## src/rtl/pne_pkg.sv

```systemverilog
// -----------------------------------------------------------------------------
// pne_pkg
// Shared types and constants for the polygon nearest-edge inserter.
// -----------------------------------------------------------------------------
package pne_pkg;

	// Default configuration of the vertex store
	localparam int MAX_VERTICES_DEF = 64;
	localparam int COORD_BITS_DEF   = 12;

	// Fixed payload field widths
	localparam int CMD_W    = 2;
	localparam int POINT_W  = 12;
	localparam int IDX_W    = 7;
	localparam int STATUS_W = 1;

	typedef enum logic [CMD_W-1:0] {
		CMD_APPEND = 2'd0,
		CMD_INSERT = 2'd1,
		CMD_CLEAR  = 2'd2
	} cmd_t;

	localparam logic [STATUS_W-1:0] ST_DONE    = 1'b0;
	localparam logic [STATUS_W-1:0] ST_DROPPED = 1'b1;

endpackage

```

## src/rtl/pne_if.sv

```systemverilog
// -----------------------------------------------------------------------------
// pne_req_if / pne_rsp_if
// Valid/ready channels carrying edit commands and their results.
// -----------------------------------------------------------------------------
interface pne_req_if;
	logic                        valid;
	logic                        ready;
	logic [pne_pkg::CMD_W-1:0]   cmd;
	logic [pne_pkg::POINT_W-1:0] point_x;
	logic [pne_pkg::POINT_W-1:0] point_y;

	modport source (output valid, cmd, point_x, point_y, input ready);
	modport sink   (input valid, cmd, point_x, point_y, output ready);
endinterface

interface pne_rsp_if;
	logic                         valid;
	logic                         ready;
	logic [pne_pkg::IDX_W-1:0]    placed_index;
	logic [pne_pkg::IDX_W-1:0]    vertex_total;
	logic [pne_pkg::STATUS_W-1:0] status;

	modport source (output valid, placed_index, vertex_total, status, input ready);
	modport sink   (input valid, placed_index, vertex_total, status, output ready);
endinterface

```

## src/rtl/pne_mul.sv

```systemverilog
// -----------------------------------------------------------------------------
// pne_mul
// Shift-add unsigned multiplier, one multiplier bit per cycle.
// -----------------------------------------------------------------------------
module pne_mul #(
	parameter int A_W = 52,
	parameter int B_W = 26
) (
	input  logic             clk,
	input  logic             arst_n,
	input  logic             start,
	input  logic [A_W-1:0]   a,
	input  logic [B_W-1:0]   b,
	output logic             done,
	output logic [A_W+B_W-1:0] product
);
	localparam int P_W   = A_W + B_W;
	localparam int CNT_W = $clog2(B_W + 1);

	logic [P_W-1:0]   acc_q;
	logic [P_W-1:0]   a_q;
	logic [B_W-1:0]   b_q;
	logic [CNT_W-1:0] cnt_q;
	logic             busy_q;
	logic             done_q;

	always_ff @(posedge clk or negedge arst_n) begin
		if (!arst_n) begin
			busy_q <= 1'b0;
			done_q <= 1'b0;
		end else if (start) begin
			acc_q  <= '0;
			a_q    <= P_W'(a);
			b_q    <= b;
			cnt_q  <= CNT_W'(B_W);
			busy_q <= 1'b1;
			done_q <= 1'b0;
		end else if (busy_q) begin
			// add the shifted multiplicand for each set multiplier bit
			if (b_q[0]) begin
				acc_q <= acc_q + a_q;
			end
			a_q   <= a_q << 1;
			b_q   <= b_q >> 1;
			cnt_q <= cnt_q - CNT_W'(1);
			if (cnt_q == CNT_W'(1)) begin
				busy_q <= 1'b0;
				done_q <= 1'b1;
			end
		end else begin
			done_q <= 1'b0;
		end
	end

	assign done    = done_q;
	assign product = acc_q;

endmodule

```

## src/rtl/polygon_nearest_edge_inserter.sv

```systemverilog
// -----------------------------------------------------------------------------
// polygon_nearest_edge_inserter
// Closed-polygon vertex store with append, nearest-edge insert and clear.
// -----------------------------------------------------------------------------
// Usage:
//   req carries one edit per transaction: append, insert at nearest edge or
//   clear, with a point. rsp returns one transaction per edit: the index the
//   point now holds, the vertex total and a dropped flag for a full store.
//   req.ready is high only while the block is idle; one edit is in work at a
//   time. A finished result sits in the rsp register, so the next edit may
//   be taken while the receiver stalls; that edit then holds at its end
//   until the register frees up.
// Sequence:
//   clear / drop / unknown command: straight to the result stage.
//   append: a write, then the result. insert: an edge search over all edges,
//   then each entry from the insert index on moves up one, a write and the
//   result. Edge search: every edge uses the one shift-add multiplier, one
//   product after another; an edge needs 6 to 9 products, reads and control.
// Reset: arst_n clears the vertex count and the output valid; the vertex
//   memory is not cleared, entries at or above the count are never used.
// -----------------------------------------------------------------------------
module polygon_nearest_edge_inserter #(
	parameter int MAX_VERTICES = pne_pkg::MAX_VERTICES_DEF,
	parameter int COORD_BITS   = pne_pkg::COORD_BITS_DEF
) (
	input logic        clk,
	input logic        arst_n,
	pne_req_if.sink    req,
	pne_rsp_if.source  rsp
);
	localparam int C      = COORD_BITS;
	localparam int AW     = $clog2(MAX_VERTICES);
	localparam int CW     = $clog2(MAX_VERTICES + 1);
	localparam int ACC_W  = 2 * C + 4;   // signed dot and cross sums
	localparam int LEN_W  = 2 * C + 1;   // squared edge length
	localparam int MB     = 2 * C + 2;   // multiplier operand b
	localparam int PA     = 4 * C + 4;   // multiplier operand a, squared distance
	localparam int PW     = PA + MB;     // full product
	localparam int IDX_W  = pne_pkg::IDX_W;

	// difference slots
	localparam int D_AXP = 0;
	localparam int D_AYP = 1;
	localparam int D_DX  = 2;
	localparam int D_DY  = 3;
	localparam int D_BXP = 4;
	localparam int D_BYP = 5;

	typedef enum logic [4:0] {
		S_IDLE, S_RDA, S_RDB, S_LATB, S_MSTART, S_MWAIT, S_CMP, S_TAKE,
		S_ADV, S_SHCHK, S_SHR, S_SHW, S_WR, S_RESP
	} state_t;

	typedef enum logic [3:0] {
		OP_DOT1, OP_DOT2, OP_LEN1, OP_LEN2, OP_NA1, OP_NA2, OP_NB1, OP_NB2,
		OP_CR1, OP_CR2, OP_CC, OP_LHS, OP_RHS
	} op_t;

	state_t state_q;
	op_t    op_q;

	logic [C-1:0]   px_q, py_q, ax_q, ay_q;
	logic [CW-1:0]  count_q, i_q, best_q, idx_q, j_q, res_idx_q;
	logic [pne_pkg::STATUS_W-1:0] res_status_q;
	logic [C:0]     mag_q [6];
	logic           sgn_q [6];
	logic signed [ACC_W-1:0] acc_q, dot_q;
	logic [LEN_W-1:0] len_q, den_q, best_den_q;
	logic [MB-1:0]    cmag_q;
	logic [PA-1:0]    num_q, best_num_q;
	logic [PW-1:0]    lhs_q;

	logic             rsp_valid_q;
	logic [IDX_W-1:0] rsp_idx_q, rsp_total_q;
	logic [pne_pkg::STATUS_W-1:0] rsp_status_q;

	// vertex memory, {y, x} per entry
	logic [2*C-1:0] mem [MAX_VERTICES];
	logic [2*C-1:0] rd_q;
	logic           mem_we;
	logic [AW-1:0]  mem_wa, mem_ra;
	logic [2*C-1:0] mem_wd;

	// shared multiplier
	logic           mul_start, mul_done;
	logic [PA-1:0]  mul_a;
	logic [MB-1:0]  mul_b;
	logic [PW-1:0]  mul_p;
	logic           op_neg;

	logic [CW-1:0]  i_p1, nx, j_m1;
	logic [C-1:0]   bx, by;
	logic signed [ACC_W-1:0] term, sum;
	logic [LEN_W-1:0] len_new;
	logic [MB-1:0]    cross_mag;
	pne_pkg::cmd_t    req_cmd;

	pne_mul #(
		.A_W (PA),
		.B_W (MB)
	) u_mul (
		.clk     (clk),
		.arst_n  (arst_n),
		.start   (mul_start),
		.a       (mul_a),
		.b       (mul_b),
		.done    (mul_done),
		.product (mul_p)
	);

	// magnitude of a - b
	function automatic logic [C:0] diff_mag(logic [C-1:0] a, logic [C-1:0] b);
		logic [C:0] d;
		d = {1'b0, a} - {1'b0, b};
		return d[C] ? -d : d;
	endfunction

	assign req_cmd = pne_pkg::cmd_t'(req.cmd);
	assign i_p1    = i_q + CW'(1);
	assign nx      = (i_p1 == count_q) ? '0 : i_p1;
	assign j_m1    = j_q - CW'(1);
	assign bx      = rd_q[C-1:0];
	assign by      = rd_q[2*C-1:C];

	// operand select for the current product
	always_comb begin
		mul_a  = '0;
		mul_b  = '0;
		op_neg = 1'b0;
		case (op_q)
			OP_DOT1: begin
				mul_a = PA'(mag_q[D_AXP]); mul_b = MB'(mag_q[D_DX]);
				op_neg = sgn_q[D_AXP] ^ sgn_q[D_DX];
			end
			OP_DOT2: begin
				mul_a = PA'(mag_q[D_AYP]); mul_b = MB'(mag_q[D_DY]);
				op_neg = sgn_q[D_AYP] ^ sgn_q[D_DY];
			end
			OP_LEN1: begin mul_a = PA'(mag_q[D_DX]);  mul_b = MB'(mag_q[D_DX]);  end
			OP_LEN2: begin mul_a = PA'(mag_q[D_DY]);  mul_b = MB'(mag_q[D_DY]);  end
			OP_NA1:  begin mul_a = PA'(mag_q[D_AXP]); mul_b = MB'(mag_q[D_AXP]); end
			OP_NA2:  begin mul_a = PA'(mag_q[D_AYP]); mul_b = MB'(mag_q[D_AYP]); end
			OP_NB1:  begin mul_a = PA'(mag_q[D_BXP]); mul_b = MB'(mag_q[D_BXP]); end
			OP_NB2:  begin mul_a = PA'(mag_q[D_BYP]); mul_b = MB'(mag_q[D_BYP]); end
			OP_CR1: begin
				mul_a = PA'(mag_q[D_AXP]); mul_b = MB'(mag_q[D_DY]);
				op_neg = sgn_q[D_AXP] ^ sgn_q[D_DY];
			end
			OP_CR2: begin
				// subtracted term
				mul_a = PA'(mag_q[D_AYP]); mul_b = MB'(mag_q[D_DX]);
				op_neg = ~(sgn_q[D_AYP] ^ sgn_q[D_DX]);
			end
			OP_CC:  begin mul_a = PA'(cmag_q); mul_b = cmag_q;           end
			OP_LHS: begin mul_a = num_q;       mul_b = MB'(best_den_q);  end
			OP_RHS: begin mul_a = best_num_q;  mul_b = MB'(den_q);       end
			default: begin mul_a = '0; mul_b = '0; end
		endcase
	end

	always_comb begin
		term      = op_neg ? -$signed(mul_p[ACC_W-1:0]) : $signed(mul_p[ACC_W-1:0]);
		sum       = acc_q + term;
		len_new   = sum[LEN_W-1:0];
		cross_mag = sum[ACC_W-1] ? MB'(-sum) : MB'(sum);
	end

	assign mul_start = (state_q == S_MSTART);

	// memory port control
	always_comb begin
		mem_ra = i_q[AW-1:0];
		mem_we = 1'b0;
		mem_wa = j_q[AW-1:0];
		mem_wd = rd_q;
		case (state_q)
			S_RDB: mem_ra = nx[AW-1:0];
			S_SHR: mem_ra = j_m1[AW-1:0];
			S_SHW: mem_we = 1'b1;
			S_WR: begin
				mem_we = 1'b1;
				mem_wa = idx_q[AW-1:0];
				mem_wd = {py_q, px_q};
			end
			default: mem_ra = i_q[AW-1:0];
		endcase
	end

	always_ff @(posedge clk) begin
		if (mem_we) begin
			mem[mem_wa] <= mem_wd;
		end
		rd_q <= mem[mem_ra];
	end

	always_ff @(posedge clk or negedge arst_n) begin
		if (!arst_n) begin
			state_q     <= S_IDLE;
			count_q     <= '0;
			rsp_valid_q <= 1'b0;
		end else begin
			// drop the sent result; the result stage reloads the register itself
			if (rsp.valid && rsp.ready && state_q != S_RESP) begin
				rsp_valid_q <= 1'b0;
			end
			case (state_q)
				S_IDLE: begin
					if (req.valid) begin
						px_q         <= C'(req.point_x);
						py_q         <= C'(req.point_y);
						res_idx_q    <= '0;
						res_status_q <= pne_pkg::ST_DONE;
						case (req_cmd)
							pne_pkg::CMD_CLEAR: begin
								count_q <= '0;
								state_q <= S_RESP;
							end
							pne_pkg::CMD_APPEND, pne_pkg::CMD_INSERT: begin
								if (count_q >= CW'(MAX_VERTICES)) begin
									// full store: drop the point
									res_status_q <= pne_pkg::ST_DROPPED;
									state_q      <= S_RESP;
								end else if (req_cmd == pne_pkg::CMD_INSERT &&
								             count_q >= CW'(2)) begin
									i_q     <= '0;
									state_q <= S_RDA;
								end else begin
									idx_q   <= count_q;
									j_q     <= count_q;
									state_q <= S_SHCHK;
								end
							end
							default: state_q <= S_RESP;
						endcase
					end
				end
				S_RDA: state_q <= S_RDB;
				S_RDB: begin
					ax_q    <= rd_q[C-1:0];
					ay_q    <= rd_q[2*C-1:C];
					state_q <= S_LATB;
				end
				S_LATB: begin
					mag_q[D_AXP] <= diff_mag(px_q, ax_q); sgn_q[D_AXP] <= px_q < ax_q;
					mag_q[D_AYP] <= diff_mag(py_q, ay_q); sgn_q[D_AYP] <= py_q < ay_q;
					mag_q[D_DX]  <= diff_mag(bx, ax_q);   sgn_q[D_DX]  <= bx < ax_q;
					mag_q[D_DY]  <= diff_mag(by, ay_q);   sgn_q[D_DY]  <= by < ay_q;
					mag_q[D_BXP] <= diff_mag(px_q, bx);   sgn_q[D_BXP] <= px_q < bx;
					mag_q[D_BYP] <= diff_mag(py_q, by);   sgn_q[D_BYP] <= py_q < by;
					op_q    <= OP_DOT1;
					state_q <= S_MSTART;
				end
				S_MSTART: state_q <= S_MWAIT;
				S_MWAIT: begin
					if (mul_done) begin
						state_q <= S_MSTART;
						case (op_q)
							OP_DOT1: begin acc_q <= term; op_q <= OP_DOT2; end
							OP_DOT2: begin dot_q <= sum;  op_q <= OP_LEN1; end
							OP_LEN1: begin acc_q <= term; op_q <= OP_LEN2; end
							OP_LEN2: begin
								len_q <= len_new;
								// pick the clamped end or the interior distance
								if (dot_q <= 0) begin
									op_q <= OP_NA1;
								end else if (dot_q >= $signed(ACC_W'(len_new))) begin
									op_q <= OP_NB1;
								end else begin
									op_q <= OP_CR1;
								end
							end
							OP_NA1, OP_NB1, OP_CR1: begin
								acc_q <= term;
								op_q  <= (op_q == OP_NA1) ? OP_NA2 :
								         (op_q == OP_NB1) ? OP_NB2 : OP_CR2;
							end
							OP_NA2, OP_NB2: begin
								num_q   <= PA'(sum[LEN_W:0]);
								den_q   <= LEN_W'(1);
								state_q <= S_CMP;
							end
							OP_CR2: begin cmag_q <= cross_mag; op_q <= OP_CC; end
							OP_CC: begin
								num_q   <= mul_p[PA-1:0];
								den_q   <= len_q;
								state_q <= S_CMP;
							end
							OP_LHS: begin lhs_q <= mul_p; op_q <= OP_RHS; end
							OP_RHS: begin
								// strictly nearer only, so ties keep the earlier edge
								state_q <= (lhs_q < mul_p) ? S_TAKE : S_ADV;
							end
							default: state_q <= S_ADV;
						endcase
					end
				end
				S_CMP: begin
					if (i_q == '0) begin
						state_q <= S_TAKE;
					end else begin
						op_q    <= OP_LHS;
						state_q <= S_MSTART;
					end
				end
				S_TAKE: begin
					best_num_q <= num_q;
					best_den_q <= den_q;
					best_q     <= nx;
					state_q    <= S_ADV;
				end
				S_ADV: begin
					if (nx == '0) begin
						idx_q   <= best_q;
						j_q     <= count_q;
						state_q <= S_SHCHK;
					end else begin
						i_q     <= i_p1;
						state_q <= S_RDA;
					end
				end
				S_SHCHK: state_q <= (j_q > idx_q) ? S_SHR : S_WR;
				S_SHR:   state_q <= S_SHW;
				S_SHW: begin
					// move entry j-1 up to j
					j_q     <= j_m1;
					state_q <= S_SHCHK;
				end
				S_WR: begin
					count_q   <= count_q + CW'(1);
					res_idx_q <= idx_q;
					state_q   <= S_RESP;
				end
				S_RESP: begin
					if (!rsp_valid_q || rsp.ready) begin
						rsp_valid_q  <= 1'b1;
						rsp_idx_q    <= IDX_W'(res_idx_q);
						rsp_total_q  <= IDX_W'(count_q);
						rsp_status_q <= res_status_q;
						state_q      <= S_IDLE;
					end
				end
				default: state_q <= S_IDLE;
			endcase
		end
	end

	assign req.ready        = (state_q == S_IDLE);
	assign rsp.valid        = rsp_valid_q;
	assign rsp.placed_index = rsp_idx_q;
	assign rsp.vertex_total = rsp_total_q;
	assign rsp.status       = rsp_status_q;

endmodule

```

## src/flat_wrapper.sv

```systemverilog
// flat-port wrapper written by rule: the top's interface ports become plain ports
module polygon_nearest_edge_inserter_flat 
#(
	parameter int MAX_VERTICES = pne_pkg::MAX_VERTICES_DEF,
	parameter int COORD_BITS   = pne_pkg::COORD_BITS_DEF
)
  (clk, arst_n, req_valid, req_cmd, req_point_x, req_point_y, req_ready, rsp_valid, rsp_placed_index, rsp_vertex_total, rsp_status, rsp_ready);
  pne_req_if req_i ();
  pne_rsp_if rsp_i ();
  input logic clk;
  input logic arst_n;
  input wire logic [$bits(req_i.valid)-1:0] req_valid;
  input wire logic [$bits(req_i.cmd)-1:0] req_cmd;
  input wire logic [$bits(req_i.point_x)-1:0] req_point_x;
  input wire logic [$bits(req_i.point_y)-1:0] req_point_y;
  output wire logic [$bits(req_i.ready)-1:0] req_ready;
  output wire logic [$bits(rsp_i.valid)-1:0] rsp_valid;
  output wire logic [$bits(rsp_i.placed_index)-1:0] rsp_placed_index;
  output wire logic [$bits(rsp_i.vertex_total)-1:0] rsp_vertex_total;
  output wire logic [$bits(rsp_i.status)-1:0] rsp_status;
  input wire logic [$bits(rsp_i.ready)-1:0] rsp_ready;
  assign req_i.valid = req_valid;
  assign req_i.cmd = req_cmd;
  assign req_i.point_x = req_point_x;
  assign req_i.point_y = req_point_y;
  assign req_ready = req_i.ready;
  assign rsp_valid = rsp_i.valid;
  assign rsp_placed_index = rsp_i.placed_index;
  assign rsp_vertex_total = rsp_i.vertex_total;
  assign rsp_status = rsp_i.status;
  assign rsp_i.ready = rsp_ready;
  polygon_nearest_edge_inserter #(.MAX_VERTICES(MAX_VERTICES), .COORD_BITS(COORD_BITS)) u_core (.clk(clk), .arst_n(arst_n), .req(req_i), .rsp(rsp_i));
endmodule
```

## config.mk

```make
export PLATFORM = sky130hd
export DESIGN_NAME = polygon_nearest_edge_inserter_flat
export DESIGN_NICKNAME = d
export VERILOG_FILES = /design/src/rtl/pne_pkg.sv /design/src/rtl/pne_if.sv /design/src/rtl/pne_mul.sv /design/src/rtl/polygon_nearest_edge_inserter.sv /design/src/flat_wrapper.sv
export SDC_FILE = /design/constraint.sdc
export NUM_CORES = 2
export LEC_CHECK = 0
export ABC_AREA = 0
export BUFFER_PORTS_ARGS = -buffer_cell sky130_fd_sc_hd__buf_2
export CORE_MARGIN = 3
export CORE_UTILIZATION = 60
export CTS_BUF_LIST = sky130_fd_sc_hd__clkbuf_16
export DETAILED_ROUTE_END_ITERATION = 6
export PLACE_DENSITY = 0.76
export SETUP_SLACK_MARGIN = 0.3
export SLEW_MARGIN = 20
export SYNTH_ARGS = -nofsm -noshare
export SYNTH_HDL_FRONTEND = slang
export SYNTH_HIERARCHICAL = 1
export SYNTH_SLANG_ARGS = --single-unit
```

## constraint.sdc

```tcl
create_clock -name clk -period 9.1 [get_ports clk]
set_clock_uncertainty 0.05 [all_clocks]
set_input_delay 0.455 -clock clk [delete_from_list [all_inputs] [get_ports clk]]
set_output_delay 0.455 -clock clk [all_outputs]
set_load 0.005 [all_outputs]
```

* Word-level counts from Yosys, hierarchy flattened
Memory sizes are Yosys's and may differ from the RTL's. A register that Yosys moved wholly into a read port is not among the register bits.
Index checks and enable logic that the tools add are counted.
W data, S select, Z words.
** Word-level totals
- Input bits :: 30
- Register bits :: 644
- Memories kept :: 3
- Bits in writable memories :: 1620
** Cells by class
- Equal/unequal tests :: 43
- Multiplexer cells :: 78
- Reduce and logical (&&, ||, !) cells :: 46
- Bitwise operators :: 5
- Magnitude comparators :: 12
- $add $sub $neg :: 20
** Memories
- u_core.mem :: depth 64, width 24, rd ports 1, clocked after Yosys merged registers in 1, write ports 1, line polygon_nearest_edge_inserter.sv:78 : logic [2*C-1:0] mem [MAX_VERTICES];
- u_core.mag_q :: depth 6, width 13, rd ports 6, clocked after Yosys merged registers in 0, write ports 6, line polygon_nearest_edge_inserter.sv:65 : logic [C:0] mag_q [6];
- u_core.sgn_q :: depth 6, width 1, rd ports 4, clocked after Yosys merged registers in 0, write ports 6, line polygon_nearest_edge_inserter.sv:66 : logic sgn_q [6];
** Operators by type and width (count)
- $pmux W52 S9 :: 1
- $mux W78 :: 3
- $pmux W26 S9 :: 1
- $mux W7 :: 15
- $pmux W52 S2 :: 1
- $add A78 B78 Y78 :: 1
- $lt A78 B78 Y1 :: 1
- $mux W13 :: 6
- $mux W26 :: 3
- $neg A13 Y13 :: 6
- $sub A12 B12 Y13 :: 6
- $lt A12 B12 Y1 :: 6
- $pmux W5 S14 :: 1
- $pmux W7 S2 :: 4
- $mux W52 :: 1
- $pmux W25 S2 :: 1
- $mux W4 :: 9
- $eq A5 B4 Y1 const B :: 6
- $mux W5 :: 6
- $add A28 B28 Y28 :: 1
- $ge A28 B26 Y1 :: 1
- $le A28 B1 Y1 const B :: 1
- $mux W28 :: 1
- $neg A28 Y28 :: 1
- other kinds (53) :: 121

* Logic depth before layout (Yosys ltp)
An unclocked memory read counts as a cell.
- Depth in word-level cells :: 12
- Depth in mapped cells :: 27

* Hierarchy
The synthesis kept the hierarchy.
** By module, submodules not included
- polygon_nearest_edge_inserter :: cells each 7476, times used 1, area each 91370.1 um^2
- pne_mul :: cells each 1334, times used 1, area each 12829.8 um^2

* Worst setup path after synthesis
OpenSTA, ideal clock, no wires.
- Path type :: reg2reg
- Start :: register u_core.state_q[3]
- End :: register u_core.lhs_q[0], enable pin
- Period minus slack after synthesis :: 7.334 ns
- Setup time :: 0.610 ns
- Stages on the path, launching flop included :: 7
- Slack :: 1.766 ns
- Arrival :: 6.674 ns
- Cell sequence :: dfrtp_1 clkbuf_1 clkbuf_1 nand2b_1 nor2_1 nand3_1 nor3_1
** Between the ends
- Word-level cells in the longest chain between the ends :: 2
** Ends and longest elaborated chain
- start, declared :: line polygon_nearest_edge_inserter.sv:59 : state_t state_q;
- start signal, assigned :: line polygon_nearest_edge_inserter.sv:291 : state_q <= (lhs_q < mul_p) ? S_TAKE : S_ADV;
- start signal, assigned :: line polygon_nearest_edge_inserter.sv:321 : S_SHCHK: state_q <= (j_q > idx_q) ? S_SHR : S_WR;
- $eq A5 B3 Y1 :: line polygon_nearest_edge_inserter.sv:206 : case (state_q)
- $reduce_and A4 Y1 (no source line)
- end signal, assigned :: line polygon_nearest_edge_inserter.sv:288 : OP_LHS: begin lhs_q <= mul_p; op_q <= OP_RHS; end
- end, declared :: line polygon_nearest_edge_inserter.sv:71 : logic [PW-1:0] lhs_q;
Every way passes these cells.
A chain may end at the register's enable or synchronous reset.

* Worst setup path after layout
- Start :: register u_core.op_q[3]
- End :: register u_core.op_q[1] (data pin)
** Between the ends
- Word-level cells in the longest chain between the ends :: 10
- Elaborated cells on any way between the ends :: 21
- Classes of those cells :: 1 x add/sub; 1 x order compare; 8 x eq/ne; 9 x mux; 2 x reduce/logical
** Ends and longest elaborated chain
- start, declared :: line polygon_nearest_edge_inserter.sv:60 : op_t op_q;
- start signal, assigned :: line polygon_nearest_edge_inserter.sv:274 : op_q <= (op_q == OP_NA1) ? OP_NA2 :
- $eq A4 B4 Y1 (tied with other cells) :: line polygon_nearest_edge_inserter.sv:130 : case (op_q)
- $pmux W1 S4 (*) :: line polygon_nearest_edge_inserter.sv:130
- $mux W28 (*) :: line polygon_nearest_edge_inserter.sv:162 : term = op_neg ? -$signed(mul_p[ACC_W-1:0]) : $signed(mul_p[ACC_W-1:0]);
- net u_core.term[12] :: line polygon_nearest_edge_inserter.sv:93 : logic signed [ACC_W-1:0] term, sum;
- $add A28 B28 Y28 (*) :: line polygon_nearest_edge_inserter.sv:163 : sum = acc_q + term;
- net u_core.sum[15] :: line polygon_nearest_edge_inserter.sv:93
- $ge A28 B26 Y1 (*) :: line polygon_nearest_edge_inserter.sv:266 : end else if (dot_q >= $signed(ACC_W'(len_new))) begin
- $mux W4 (*) :: line polygon_nearest_edge_inserter.sv:266
- $mux W4 (*) :: line polygon_nearest_edge_inserter.sv:264 : if (dot_q <= 0) begin
- $pmux W4 S7 (*) :: line polygon_nearest_edge_inserter.sv:257 : case (op_q)
- $mux W4 (*) :: line polygon_nearest_edge_inserter.sv:255 : if (mul_done) begin
- $pmux W4 S3 (*) :: line polygon_nearest_edge_inserter.sv:206
Mark *: on every way through the listed nets, which the timed path passes. The rest lies on a longest branch. The select of a mux whose other input is x is not followed.

==> flow_summary.toml <==
[logic_synthesis]
synth_ff_type = "edfxtp_1"
synthDistinctLibCells = 97
syn-num-nets = 9147
synth_top_area_share_pct = 64.8
synth.area.top_cells = "edfxtp_1 65%, nand2_1 6.9%, ha_1 3.6%"
yosysTopAreaCell = "edfxtp_1"
synthTopCellsByCount = "2247 x edfxtp_1, 1918 x nand2_1, 564 x a21oi_1"
async_flop_share_pct = 0.613
syn_area_sq_mm = 0.104
synth_seq_cells = 2285
yosys_warnings = 6
syn_area_per_cell_sq_um = 11.8
yosysMostFrequentCell = "edfxtp_1"
ys_seq_area_share_pct = 65.6
syn_inst = 8810
synth-edff-count = 2247

[clocking]
postCtsSetupRepairBufs = 0
ctsHtreeMaxLevel = 4
cts_buffers = 219
clk_latency_ps = 870
cts_resized = 0
ctsHoldBuffers = 27
cts-root-buf = "clkbuf_16"
cts_tree = "built"
clk_pin_slew_ps = 60
cts_num_sinks = 2285
cts_buffer_depth = 3

[status]
violations = "design-rule violations"
status = "finished with violations"

[power]
ir_drop_uv = 201
power_leakage_nw = 38.8
fin_total_pwr_w = 0.0207
powerDensity_mw_per_mm2 = 180

[timing]
worst_slack_ps = 1260
setup_violations = 0
hold_viol = 0
whs_ps = 108
fmax_ghz = 0.128
period_share_pct = 86.1
max-slew-margin-rel_pct = 19.2
worstMarginPinSlew_ps = 1210
rsz0062_at_grt = "no"
finalSetupTns_ps = 0
min_period_ps = 7840
drv_slew = 0

[global_routing]
grtUsageTotal_pct = 31.0
antenna_found_initial = 1
grt_pass1_wl_um = 423000
grt_pass1_vias = 69300
grt_max_degree = 187
grt_overflow = 0

[critical_path]
critPathMaxFanout = 17
endpoint_kind = "flop"
crit_required_ps = 9630
critPathArrivalTime_ps = 8370
path_class = "reg2reg"
critPathLaunchType = "flop"

[place]
dp_slack_ps = 1290
gp_congestion = 0.975
port_buffers = 46
dp_hpwl_um = 176000

[die]
row_count = 152
pin_count = 47
fp.dieW_um = 423
die_area_sq_mm = 0.179
die_h_um = 423
start_util_pct = 60.5
core-area_sq_mm = 0.172

[finish]
multi_input_area_sq_mm = 0.0337
fillers = 12100
drive_gt1_share_pct = 8.21
finish.utilization_pct = 66.8
seq_area_sq_mm = 0.0683
nets = 9131
area_delta_synth_final_pct = 10.3

[detailed_routing]
dr.pass1.iters = 7
finalWirelength_um = 281000
routedWlPerCell_um = 24.9
via_per_inst = 6.41
drcViolationCount = 3
first_iter_violations = 9379
antenna_left = 0
routed-via-count = 72400

[run]
max_cap_violations = 0

[min_path]
min_path_type = "in2reg"
==> worst paths after layout <==
kind	startpoint	end	slack (ps)	cells after the start
worst max-delay path	u_core/op_q[3]	u_core/op_q[1]	1260	26
worst min-delay path	arst_n	u_core/u_mul/product[14]	110	1
worst max register to register	u_core/op_q[3]	u_core/op_q[1]	1260	26
worst min register to register	u_core/res_status_q	u_core/rsp.status	370	0
max in group asynchronous	arst_n	u_core/u_mul/busy_q	8100	2
min in group asynchronous	arst_n	u_core/state_q[1]	340	2
==> through the flow <==
step                std cells  cell area [sq um]
global placement        10900             108000
floorplan                8810             104000
detailed placement      10900             108000
CTS                     11300             115000
finish                  11300             115000
global route            11300             115000
==> power by group <==
group	switching, W	internal [W]	total [W]
clock	0.00393	0.00482	0.00875
combinational	0.000279	0.000174	0.000453
sequential	0.0000404	0.0114	0.0115
total	0.00425	0.0164	0.0207
==> worst max-delay path, cell delays in order (launching register included) <==
cell	delay, ps
edfxtp_1	690
mux4_2	460
nor3_2	510
buf_4	320
o21ai_0	150
xnor2_1	270
ha_1	330
and3_1	230
and2_0	160
a221o_1	340
a31o_2	260
a21o_1	180
a21oi_1	170
xnor2_1	260
inv_1	150
ha_1	320
nand4_1	120
o21ai_0	100
a21oi_1	140
o21ai_0	100
a311oi_1	450
o31ai_1	130
maj3_1	360
maj3_1	360
a21o_1	190
a21oi_1	520
o21ai_0	210
==> cell usage in the layout (no fill, tap or decap), types with 64 or more instances in the layout <==
master and n:
nand2_1 1915, and3_1 163, edfxtp_1 2247, buf_4 167
a311oi_1 104, inv_1 342, nand4_1 64, a31oi_1 128
a22o_1 92, a21oi_1 564, o21ai_0 283, nor2_1 324
nor3_1 68, xor2_1 79, ha_1 299, a21o_1 103
nand3_1 524, clkbuf_16 220, xnor2_1 177
==> cells by family after synthesis <==
family / synth area share, %
fa+ha+maj: 3.76
compound gates: 10.5
mux: 0.830
xor+xnor: 2.21
buf+inv: 2.84
simple gates: 14.3
flops: 65.6
==> layout make-up <==
type,instances,share of cell area (%)
flip-flops and latches,2285,59.4
multi-input cells,5759,29.3
clock buffers,220,4.79
well taps,2310,2.52
repair buffers,252,1.76
clock inverters,195,1.25
inverters,277,0.905
diodes,3,0.00653
==> per-layer routing <==
metal	vias up	GRT usage, %	part of all wire (%)
li1	32400	-	-
met1	35300	42.1	38
met2	4056	49.1	46
met3	673	5.26	10
met4	0	14.9	5.4
met5	-	0	0
==> registers in the layout, indices dropped and copies added (netlist names), 24 cells and up <==
| name | flops |
|---|---|
| u_core/best_den_q | 25 |
| u_core/len_q | 25 |
| u_core/best_num_q | 52 |
| u_core/den_q | 25 |
| u_core/num_q | 52 |
| u_core/cmag_q | 26 |
| u_core/mag_q | 78 |
| u_core/rd_q | 24 |
| u_core/dot_q | 28 |
| u_core/lhs_q | 78 |
| u_core/mem | 1536 |
| u_core/u_mul/product | 78 |
| u_core/u_mul/a_q | 78 |
| u_core/u_mul/b_q | 26 |
| u_core/acc_q | 28 |
Power figures use the tool's default switching activity.
